**config.mk**
```make
export PLATFORM = sky130hd
export DESIGN_NAME = lfu_tier_eviction_table
export DESIGN_NICKNAME = d
export VERILOG_FILES = /design/src/rtl/lfu_pkg.sv /design/src/rtl/lfu_datapath.sv /design/src/rtl/lfu_ctrl.sv /design/src/rtl/lfu_tier_eviction_table.sv
export SDC_FILE = /design/constraint.sdc
export NUM_CORES = 2
export LEC_CHECK = 0
export ABC_AREA = 1
export BUFFER_PORTS_ARGS = -buffer_cell sky130_fd_sc_hd__buf_2
export CELL_PAD_IN_SITES_DETAIL_PLACEMENT = 0
export CELL_PAD_IN_SITES_GLOBAL_PLACEMENT = 1
export CORE_MARGIN = 2
export CORE_UTILIZATION = 46
export DETAILED_ROUTE_END_ITERATION = 7
export GPL_ROUTABILITY_DRIVEN = 0
export PLACE_DENSITY = 0.82
export SLEW_MARGIN = 20
export SYNTH_ARGS = -nofsm -noshare
export SYNTH_HDL_FRONTEND = slang
export SYNTH_SLANG_ARGS = --single-unit
```
**constraint.sdc**
```tcl
create_clock -name aclk -period 8.3 [get_ports aclk]
set_clock_uncertainty 0.1 [all_clocks]
set_input_delay 0.415 -clock aclk [delete_from_list [all_inputs] [get_ports aclk]]
set_output_delay 0.415 -clock aclk [all_outputs]
set_load 0.005 [all_outputs]
```
**src/rtl/lfu_pkg.sv**
```systemverilog
// shared types and constants for the lfu tier eviction table
package lfu_pkg;

    localparam int ENTRIES = 32;
    localparam int LEVELS = 10;
    localparam int IDX_W = $clog2(ENTRIES);
    localparam logic [47:0] FILE_BYTES = 48'd166289408;
    localparam logic [47:0] BYTES_MAX = {48{1'b1}};
    localparam logic [31:0] COUNT_MAX = {32{1'b1}};

    localparam logic [1:0] CMD_ADD = 2'd0;
    localparam logic [1:0] CMD_ACCESS = 2'd1;
    localparam logic [1:0] CMD_REMOVE = 2'd2;
    localparam logic [1:0] CMD_CHANGE = 2'd3;

    localparam logic [1:0] ST_DONE = 2'd0;
    localparam logic [1:0] ST_EVICT = 2'd1;
    localparam logic [1:0] ST_NOVICTIM = 2'd2;
    localparam logic [1:0] ST_FULL = 2'd3;

    localparam logic [1:0] CFG_TOTAL = 2'd0;
    localparam logic [1:0] CFG_RESERVE = 2'd1;
    localparam logic [1:0] CFG_VICTIM = 2'd2;

    // datapath operations requested by the controller
    typedef enum logic [2:0] {
        OP_NONE,
        OP_SCAN,      // clear search results, start sweep
        OP_STEP,      // examine one entry
        OP_INVAL,     // drop found entry (and refund if asked)
        OP_INSERT,    // write free slot
        OP_BUMP,      // increment count of found entry
        OP_EVICT,     // drop best victim, refund
        OP_CHARGE     // add file size
    } dp_op_t;

    typedef struct packed {
        dp_op_t      op;
        logic        use_new;    // match against new_level
        logic        refund;
        logic [31:0] ins_cnt;
    } dp_cmd_t;

    typedef struct packed {
        logic scan_end;
        logic found;
        logic free_ok;
        logic best_ok;
        logic over;
    } dp_stat_t;

endpackage

```
**src/rtl/lfu_datapath.sv**
```systemverilog
// entry table, sequential search unit and byte counter
module lfu_datapath import lfu_pkg::*; (
    input  logic        aclk,
    input  logic        aresetn,
    input  logic        load,
    input  logic [30:0] file_id,
    input  logic [3:0]  level,
    input  logic [3:0]  new_level,
    input  logic [47:0] total_bytes,
    input  logic [47:0] reserve_bytes,
    input  logic [3:0]  victim_level,
    input  dp_cmd_t     cmd,
    output dp_stat_t    stat,
    output logic [30:0] best_id,
    output logic [47:0] used_bytes
);

    logic [ENTRIES-1:0] valid_reg;
    logic [30:0] id_mem [ENTRIES];
    logic [3:0]  lvl_mem [ENTRIES];
    logic [31:0] cnt_mem [ENTRIES];

    logic [30:0] id_reg;
    logic [3:0]  lvl_reg, nlvl_reg;
    logic [IDX_W-1:0] ptr_reg;
    logic        end_reg;
    logic        found_reg, free_ok_reg, best_ok_reg;
    logic [IDX_W-1:0] found_idx_reg, free_idx_reg, best_idx_reg;
    logic [31:0] best_cnt_reg;
    logic [30:0] best_id_reg;
    logic [47:0] used_reg;

    // registered read of the entry under the sweep pointer
    logic [30:0] rd_id_reg;
    logic [3:0]  rd_lvl_reg;
    logic [31:0] rd_cnt_reg;
    logic        rd_valid_reg;
    logic [IDX_W-1:0] rd_idx_reg;
    logic        rd_ok_reg;
    logic        rd_last_reg;

    logic [3:0]  match_lvl;
    logic [48:0] lim_sum;
    logic [47:0] charged;

    assign match_lvl = cmd.use_new ? nlvl_reg : lvl_reg;
    assign lim_sum = {1'b0, used_reg} + {1'b0, reserve_bytes};
    assign charged = ({1'b0, used_reg} + {1'b0, FILE_BYTES} > {1'b0, BYTES_MAX})
                     ? BYTES_MAX : used_reg + FILE_BYTES;

    assign stat.scan_end = end_reg;
    assign stat.found = found_reg;
    assign stat.free_ok = free_ok_reg;
    assign stat.best_ok = best_ok_reg;
    assign stat.over = lim_sum > {1'b0, total_bytes};
    assign best_id = best_id_reg;
    assign used_bytes = used_reg;

    always_ff @(posedge aclk) begin
        if (load) begin
            id_reg <= file_id;
            lvl_reg <= level;
            nlvl_reg <= new_level;
        end
        case (cmd.op)
            OP_SCAN: begin
                ptr_reg <= '0;
                end_reg <= 1'b0;
                found_reg <= 1'b0;
                free_ok_reg <= 1'b0;
                best_ok_reg <= 1'b0;
                rd_ok_reg <= 1'b0;
                rd_last_reg <= 1'b0;
            end
            OP_STEP: begin
                // examine the entry read in the previous cycle
                if (rd_ok_reg) begin
                    if (rd_valid_reg) begin
                        if (!found_reg && rd_id_reg == id_reg && rd_lvl_reg == match_lvl) begin
                            found_reg <= 1'b1;
                            found_idx_reg <= rd_idx_reg;
                        end
                        if ({1'b0, rd_lvl_reg} == {1'b0, victim_level} &&
                            (!best_ok_reg || rd_cnt_reg < best_cnt_reg ||
                             (rd_cnt_reg == best_cnt_reg && rd_id_reg < best_id_reg))) begin
                            best_ok_reg <= 1'b1;
                            best_idx_reg <= rd_idx_reg;
                            best_cnt_reg <= rd_cnt_reg;
                            best_id_reg <= rd_id_reg;
                        end
                    end else if (!free_ok_reg) begin
                        free_ok_reg <= 1'b1;
                        free_idx_reg <= rd_idx_reg;
                    end
                    if (rd_idx_reg == IDX_W'(ENTRIES - 1)) end_reg <= 1'b1;
                end
                // fetch the next entry
                if (!rd_last_reg) begin
                    rd_ok_reg <= 1'b1;
                    rd_idx_reg <= ptr_reg;
                    rd_id_reg <= id_mem[ptr_reg];
                    rd_lvl_reg <= lvl_mem[ptr_reg];
                    rd_cnt_reg <= cnt_mem[ptr_reg];
                    rd_valid_reg <= valid_reg[ptr_reg];
                    if (ptr_reg == IDX_W'(ENTRIES - 1)) rd_last_reg <= 1'b1;
                    else ptr_reg <= ptr_reg + 1'b1;
                end else begin
                    rd_ok_reg <= 1'b0;
                end
            end
            OP_INSERT: begin
                id_mem[free_idx_reg] <= id_reg;
                lvl_mem[free_idx_reg] <= match_lvl;
                cnt_mem[free_idx_reg] <= cmd.ins_cnt;
            end
            OP_BUMP: begin
                if (cnt_mem[found_idx_reg] != COUNT_MAX)
                    cnt_mem[found_idx_reg] <= cnt_mem[found_idx_reg] + 32'd1;
            end
            default: begin
            end
        endcase
    end

    always_ff @(posedge aclk) begin
        if (!aresetn) begin
            valid_reg <= '0;
            used_reg <= '0;
        end else begin
            case (cmd.op)
                OP_INVAL: begin
                    valid_reg[found_idx_reg] <= 1'b0;
                    if (cmd.refund)
                        used_reg <= (used_reg >= FILE_BYTES) ? used_reg - FILE_BYTES : '0;
                end
                OP_EVICT: begin
                    valid_reg[best_idx_reg] <= 1'b0;
                    used_reg <= (used_reg >= FILE_BYTES) ? used_reg - FILE_BYTES : '0;
                end
                OP_INSERT: valid_reg[free_idx_reg] <= 1'b1;
                OP_CHARGE: used_reg <= charged;
                default: begin
                end
            endcase
        end
    end

    no_double_insert: assert property (@(posedge aclk) disable iff (!aresetn)
        cmd.op == OP_INSERT |-> free_ok_reg && !valid_reg[free_idx_reg])
        else $error("insert into occupied slot");
    evict_valid: assert property (@(posedge aclk) disable iff (!aresetn)
        cmd.op == OP_EVICT |-> best_ok_reg && valid_reg[best_idx_reg])
        else $error("evict of invalid victim");
    charge_grows: assert property (@(posedge aclk) disable iff (!aresetn)
        cmd.op == OP_CHARGE |=> used_reg >= $past(used_reg))
        else $error("charge lowered byte total");

endmodule

```
**src/rtl/lfu_ctrl.sv**
```systemverilog
// command sequencer for the lfu table
module lfu_ctrl import lfu_pkg::*; (
    input  logic        aclk,
    input  logic        aresetn,
    input  logic        s_valid,
    output logic        s_ready,
    input  logic [1:0]  s_cmd,
    input  logic [3:0]  s_level,
    input  logic [3:0]  s_new_level,
    output logic        load,
    output dp_cmd_t     dcmd,
    input  dp_stat_t    stat,
    input  logic [30:0] best_id,
    input  logic [47:0] used_bytes,
    output logic        m_valid,
    input  logic        m_ready,
    output logic [1:0]  m_status,
    output logic [30:0] m_victim_id,
    output logic [47:0] m_bytes_in_use,
    output logic        m_last
);

    typedef enum logic [3:0] {
        S_IDLE, S_SCAN, S_ACT, S_CHG_SCAN, S_CHG_ACT,
        S_CHECK, S_VSCAN, S_VACT, S_OUT
    } state_t;

    state_t      state_reg, state_next;
    logic [1:0]  op_reg, op_next;
    logic        out_valid_reg, out_valid_next;
    logic [1:0]  st_reg, st_next;
    logic [30:0] vid_reg, vid_next;
    logic        last_reg, last_next;
    logic        emit_after;  // go back to check after an eviction result

    logic emit_reg, emit_next;

    assign s_ready = state_reg == S_IDLE;
    assign load = s_valid && s_ready;
    assign m_valid = out_valid_reg;
    assign m_status = st_reg;
    assign m_victim_id = vid_reg;
    assign m_bytes_in_use = used_bytes;
    assign m_last = last_reg;
    assign emit_after = emit_reg;

    always_comb begin
        state_next = state_reg;
        op_next = op_reg;
        out_valid_next = out_valid_reg;
        st_next = st_reg;
        vid_next = vid_reg;
        last_next = last_reg;
        emit_next = emit_reg;
        dcmd = '{op: OP_NONE, use_new: 1'b0, refund: 1'b0, ins_cnt: 32'd0};
        case (state_reg)
            S_IDLE: begin
                if (load) begin
                    op_next = s_cmd;
                    if ({1'b0, s_level} >= 5'(LEVELS) ||
                        (s_cmd == CMD_CHANGE && {1'b0, s_new_level} >= 5'(LEVELS))) begin
                        st_next = ST_DONE; vid_next = '0; last_next = 1'b1;
                        emit_next = 1'b0;
                        state_next = S_OUT;
                        out_valid_next = 1'b1;
                    end else begin
                        dcmd.op = OP_SCAN;
                        state_next = S_SCAN;
                    end
                end
            end
            S_SCAN: begin
                if (stat.scan_end) state_next = S_ACT;
                else dcmd.op = OP_STEP;
            end
            S_ACT: begin
                st_next = ST_DONE; vid_next = '0; last_next = 1'b1; emit_next = 1'b0;
                state_next = S_OUT;
                case (op_reg)
                    CMD_ADD: begin
                        if (!stat.found) begin
                            if (!stat.free_ok) st_next = ST_FULL;
                            else begin
                                dcmd.op = OP_INSERT;
                                state_next = S_CHECK;
                            end
                        end
                    end
                    CMD_ACCESS: begin
                        if (stat.found) dcmd.op = OP_BUMP;
                        else if (stat.free_ok) begin
                            dcmd.op = OP_INSERT; dcmd.ins_cnt = 32'd1;
                        end else st_next = ST_FULL;
                    end
                    CMD_REMOVE: begin
                        if (stat.found) begin
                            dcmd.op = OP_INVAL; dcmd.refund = 1'b1;
                        end
                    end
                    default: begin
                        if (stat.found) dcmd.op = OP_INVAL;
                        state_next = S_CHG_SCAN;
                    end
                endcase
                if (state_next == S_OUT) begin
                    out_valid_next = 1'b1;
                end
            end
            S_CHG_SCAN: begin
                dcmd.op = OP_SCAN;
                state_next = S_CHG_ACT;
            end
            S_CHG_ACT: begin
                dcmd.use_new = 1'b1;
                if (!stat.scan_end) dcmd.op = OP_STEP;
                else begin
                    st_next = ST_DONE; vid_next = '0; last_next = 1'b1; emit_next = 1'b0;
                    if (!stat.found) begin
                        if (stat.free_ok) dcmd.op = OP_INSERT;
                        else st_next = ST_FULL;
                    end
                    state_next = S_OUT;
                    out_valid_next = 1'b1;
                end
            end
            S_CHECK: begin
                if (!emit_reg) dcmd.op = OP_CHARGE;
                state_next = S_VSCAN;
                emit_next = 1'b0;
            end
            S_VSCAN: begin
                if (!stat.over) begin
                    st_next = ST_DONE; vid_next = '0; last_next = 1'b1;
                    state_next = S_OUT; out_valid_next = 1'b1;
                end else begin
                    dcmd.op = OP_SCAN;
                    state_next = S_VACT;
                end
            end
            S_VACT: begin
                if (!stat.scan_end) dcmd.op = OP_STEP;
                else if (!stat.best_ok) begin
                    st_next = ST_NOVICTIM; vid_next = '0; last_next = 1'b1;
                    state_next = S_OUT; out_valid_next = 1'b1;
                end else begin
                    dcmd.op = OP_EVICT;
                    st_next = ST_EVICT; vid_next = best_id; last_next = 1'b0;
                    emit_next = 1'b1;
                    state_next = S_OUT; out_valid_next = 1'b1;
                end
            end
            S_OUT: begin
                // result holds until taken
                if (out_valid_reg && m_ready) begin
                    out_valid_next = 1'b0;
                    state_next = emit_after ? S_CHECK : S_IDLE;
                end
            end
            default: state_next = S_IDLE;
        endcase
    end

    // results hold until taken; the byte total comes straight from the
    // datapath register, which sees no update while a result waits
    always_ff @(posedge aclk) begin
        if (!aresetn) begin
            state_reg <= S_IDLE;
            out_valid_reg <= 1'b0;
            op_reg <= CMD_ADD;
            emit_reg <= 1'b0;
        end else begin
            state_reg <= state_next;
            out_valid_reg <= out_valid_next;
            op_reg <= op_next;
            emit_reg <= emit_next;
        end
        st_reg <= st_next;
        vid_reg <= vid_next;
        last_reg <= last_next;
    end

    no_accept_busy: assert property (@(posedge aclk) disable iff (!aresetn)
        m_valid |-> !s_ready)
        else $error("input taken with result pending");
    evict_not_last: assert property (@(posedge aclk) disable iff (!aresetn)
        m_valid && m_status == ST_EVICT |-> !m_last)
        else $error("eviction marked last");
    other_last: assert property (@(posedge aclk) disable iff (!aresetn)
        m_valid && m_status != ST_EVICT |-> m_last)
        else $error("final result not marked last");

endmodule

```
**src/rtl/lfu_tier_eviction_table.sv**
```systemverilog
// top level of the lfu tier eviction table
// sweeps: a one-sweep command reads every entry once before it gives its result; a
// change-level command takes two sweeps, an inserting add one sweep plus one per victim
// search; an out-of-range level skips the sweep and answers at once
// throughput: one command at a time; the single-entry search loop sets the rate
// reset: aresetn synchronous active low, empties the table, clears the byte total
// and restores configuration and controller state defaults; no clearing pass is needed
module lfu_tier_eviction_table import lfu_pkg::*; (
    input  logic        aclk,
    input  logic        aresetn,
    input  logic        cfg_we,
    input  logic [1:0]  cfg_index,
    input  logic [47:0] cfg_data,
    input  logic        s_valid,
    output logic        s_ready,
    input  logic [1:0]  s_cmd,
    input  logic [30:0] s_file_id,
    input  logic [3:0]  s_level,
    input  logic [3:0]  s_new_level,
    output logic        m_valid,
    input  logic        m_ready,
    output logic [1:0]  m_status,
    output logic [30:0] m_victim_id,
    output logic [47:0] m_bytes_in_use,
    output logic        m_last
);

    // configuration registers
    logic [47:0] total_reg, reserve_reg;
    logic [3:0]  victim_reg;

    always_ff @(posedge aclk) begin
        if (!aresetn) begin
            total_reg <= BYTES_MAX;
            reserve_reg <= '0;
            victim_reg <= 4'd9;
        end else if (cfg_we) begin
            case (cfg_index)
                CFG_TOTAL: total_reg <= cfg_data;
                CFG_RESERVE: reserve_reg <= cfg_data;
                CFG_VICTIM: victim_reg <= cfg_data[3:0];
                default: begin
                end
            endcase
        end
    end

    // controller to datapath command and status
    logic        load;
    dp_cmd_t     dcmd;
    dp_stat_t    stat;
    logic [30:0] best_id;
    logic [47:0] used_bytes;

    lfu_datapath u_dp (
        .aclk, .aresetn, .load,
        .file_id(s_file_id), .level(s_level), .new_level(s_new_level),
        .total_bytes(total_reg), .reserve_bytes(reserve_reg),
        .victim_level(victim_reg),
        .cmd(dcmd), .stat, .best_id, .used_bytes
    );

    // each result transaction carries the byte total after its update
    lfu_ctrl u_ctrl (
        .aclk, .aresetn, .s_valid, .s_ready, .s_cmd, .s_level, .s_new_level,
        .load, .dcmd, .stat, .best_id, .used_bytes,
        .m_valid, .m_ready, .m_status, .m_victim_id, .m_bytes_in_use, .m_last
    );

endmodule
```
==> flow_summary_export.csv <==
group,metric,value,unit
outcome,status,"finished with violations",
outcome,violations,"design-rule violations",
yosys,synth_compound_area_share,12.8,%
yosys,synth_top_area_share,60.6,%
timing,rsz0062_at_grt,"no",
yosys,async_reset_ff_share,0,%
yosys,synth_seq_cells,2560,
floorplanning,die_width,510,µm
yosys,syn_avg_cell_area,10.3,µm²
critical_path,r2r_end,"u_dp.cnt_mem[29][19]",
clock_tree,cts_tree,"built",
global_route,overflow,0,
layout,layoutNonFillerInstCount,15052,
yosys,syn-instance-count,11411,
clock_tree,clock-sinks,2560,
yosys,synthXorXnorAreaFrac,1.08,%
critical_path,cp.required,8800,ps
timing,fmax,128,MHz
worst_hold_path,hold_start,"s_file_id[20]",
detailed_routing,num_vias,93563,
timing,fin_crit,7790,ps
global_route,grt_pass1_wl,571000,µm
timing,period_share,93.8,%
yosys,yosys_warnings,0,
global_route,grt_util_all_layers,29.1,%
yosys,yosys.area_share.adder,1.80,%
clock_tree,cts_resized,0,
critical_path,critical_path_arrival,8280,ps
clock_tree,numCtsBuffers,289,
floorplanning,die_y,510,µm
layout,reg.largest.list,"u_dp.cnt_mem x1024, u_dp.id_mem x992, u_dp.lvl_mem x128",
layout,drive_gt1_share,8.33,%
global_route,grt_start_max_net_pins,183,
yosys,yosysSeqAreaShare,63.7,%
critical_path,end_kind,"flop",
timing,final-max-slew-violation-count,0,
detailed_routing,vias_per_cell,6.22,
clock_tree,path_clk_slew,60,ps
critical_path,reg2reg_depth,30,
yosys,yosys.area.top_type,"edfxtp_1",
place,place_inst,14434,
critical_path,crit_path_frequent_cell,"nand2_1",
critical_path,rrSetupSlack,510,ps
global_route,antenna_found_initial,16,
critical_path,critPathLaunchType,"flop",
timing,setup_ws,513,ps
yosys,ys_types,57,
yosys,syn_nets,11676,
clock_tree,htreeDepth,5,
yosys,ys_top_cells_by_count,"2379 x edfxtp_1, 1954 x nand2_1, 1697 x nor2_1",
detailed_routing,wl_per_cell,26.0,µm
critical_path,critPathMaxFanout,25,
place,hpwl,227000,µm
detailed_routing,routed_wl,391000,µm
timing,hold_viol,0,
critical_path,cpPeakStageDelay,730,ps
yosys,synth_edf_count,2379,
global_route,grt_pass1_vias,88386,
layout,regMostFlops,"u_dp.cnt_mem",
layout,finalNetCount,11741,
worst_hold_path,hold_end,"u_dp.id_reg[20]",
timing,setup_viol,0,
detailed_routing,drt_iter0_markers,14241,
yosys,synth_top_family_by_area,"simple AND/OR/NAND/NOR gates",
power,peakVddDrop,0.000327,V
clock_tree,clock_path_buffers,4,
floorplanning,initial_core_util,46.3,%
detailed_routing,drtAntennaViolNets,0,
clock_tree,cts-root-buf,"clkbuf_16",
timing,relSlewSlack,17.3,%
detailed_routing,drc,2,
yosys,synth-simple-area-share,16.4,%
power,p_per_area,281,nW/µm²
critical_path,r2r-start,"u_dp.used_bytes[11]",
power,power_leakage,48.7,nW
layout,largest_reg_flops,1024,
clock_tree,insertion_delay,980,ps
yosys,yosysMostFrequentCell,"edfxtp_1",
place,dp_slack,614,ps
place,io_buffers,179,
worst_hold_path,hold_path_class,"in -> reg",
worst_hold_path,hold_path_depth,2,
floorplanning,rows,185,
yosys,synth_ff_type,"edfxtp_1",
floorplanning,die_area,260000,µm²
floorplanning,core_region_area,254000,µm²
floorplanning,io_pins,180,
timing,tns,0,ps
layout,syn_to_final_growth,13.0,%
timing,tightest_slew,1240,ps
critical_path,cpMaxStageDelayCell,"nor2_4",
yosys,synth.area.mux_share,0,%
detailed_routing,dr.pass1.iters,8,
yosys,synth_area_leaders,"edfxtp_1 61%, nand2_1 6.2%, o21ai_0 5.6%",
critical_path,crit_type,"reg -> reg",
flow_run,drv_cap,0,
yosys,synth_area,118000,µm²
## worst max path at each step
| stage | startpoint | endpoint | slack, ps |
|---|---|---|---|
| 2_1_floorplan | u_dp.used_bytes[11] | u_dp.best_cnt_reg[0] | 720 |
| 3_3_place_gp | u_dp.used_bytes[11] | u_dp.cnt_mem[21][10] | 700 |
| 3_5_place_dp | u_dp.used_bytes[11] | u_dp.cnt_mem[21][29] | 610 |
| 4_1_cts | u_dp.used_bytes[11] | u_dp.cnt_mem[21][11] | 590 |
| 5_1_grt | u_dp.used_bytes[11] | u_dp.cnt_mem[29][19] | 9 |
| 6_report | u_dp.used_bytes[11] | u_dp.cnt_mem[29][19] | 510 |
## power by group
group          internal [mW]  switching (mW)
Sequential              14.8           0.165
Clock                   7.47            5.15
Combinational           2.49            7.29
## kinds of logic after synthesis
kind of cell / after synthesis
xor+xnor: 146
flops: 2560
fa+ha+maj: 169
compound gates: 2561
buf+inv: 1227
simple gates: 4748
## cell usage in the layout, fill, tap and decap left out, types with 46 or more instances in the layout
cell type and n:
xor2_1 109, inv_1 438, a221oi_1 47, buf_12 51, nor2_4 69, nand2_1 1952, clkinv_2 46, nor2_1 1629
buf_2 178, ha_1 168, dlygate4sd3_1 111, buf_4 203, nand4_1 56, clkinv_1 60, a32oi_1 47, o22ai_1 386
a21oi_1 278, o21ai_0 1327, o211ai_1 128, clkbuf_16 298, o221ai_1 187, dfxtp_1 176, edfxtp_1 2379, nand3_1 877
nor3_1 89
## routing by layer
layer	up-vias	wire length, µm	GRT usage (%)
met5	-	73	0
met4	14	16100	11.7
met3	911	46800	6.20
met2	6173	172000	44.0
met1	45402	156000	40.8
li1	41063	-	-
## stage by stage
step           total power [mW]  util [%]  area, µm²  hold WS (ps)
3_5_place_dp               24.7      48.3     123000           340
6_report                   37.4      52.4     133000          52.3
5_1_grt                    38.6      52.4     133000          35.4
2_1_floorplan              20.9         -     118000           326
4_1_cts                    37.3      52.3     133000          1.31
3_3_place_gp               24.6      48.3     123000           338
## repair_timing
action                                  in CTS  in global routing
buffers inserted                             0                  5
hold buffers                               111                  0
endpoints found under the hold margin      176                  0
endpoints found under the setup margin       0                 14
## worst max-delay path, delay by kind of cell (launching register included)
kind,cells,cell delay [ps]
xor gates and xnor gates,1,110
adders and majority gates,2,650
AOI/OAI and AO/OA,6,1240
and+or+nand+nor,17,3900
buffers and inverters,4,900
DFF,1,490
## final cells by class
| type | count | area [µm²] |
|---|---|---|
| tap | 3366 | 4210 |
| fill | 21622 | 121000 |
| timing repair buffer | 544 | 4560 |
| clock buffer | 345 | 7680 |
| antenna | 4 | 10.0 |
| clock inverter | 152 | 1490 |
| multi-input combinational | 7624 | 38400 |
| inverter | 457 | 1770 |
| sequential | 2560 | 75100 |
Power figures use the tool's default switching activity.
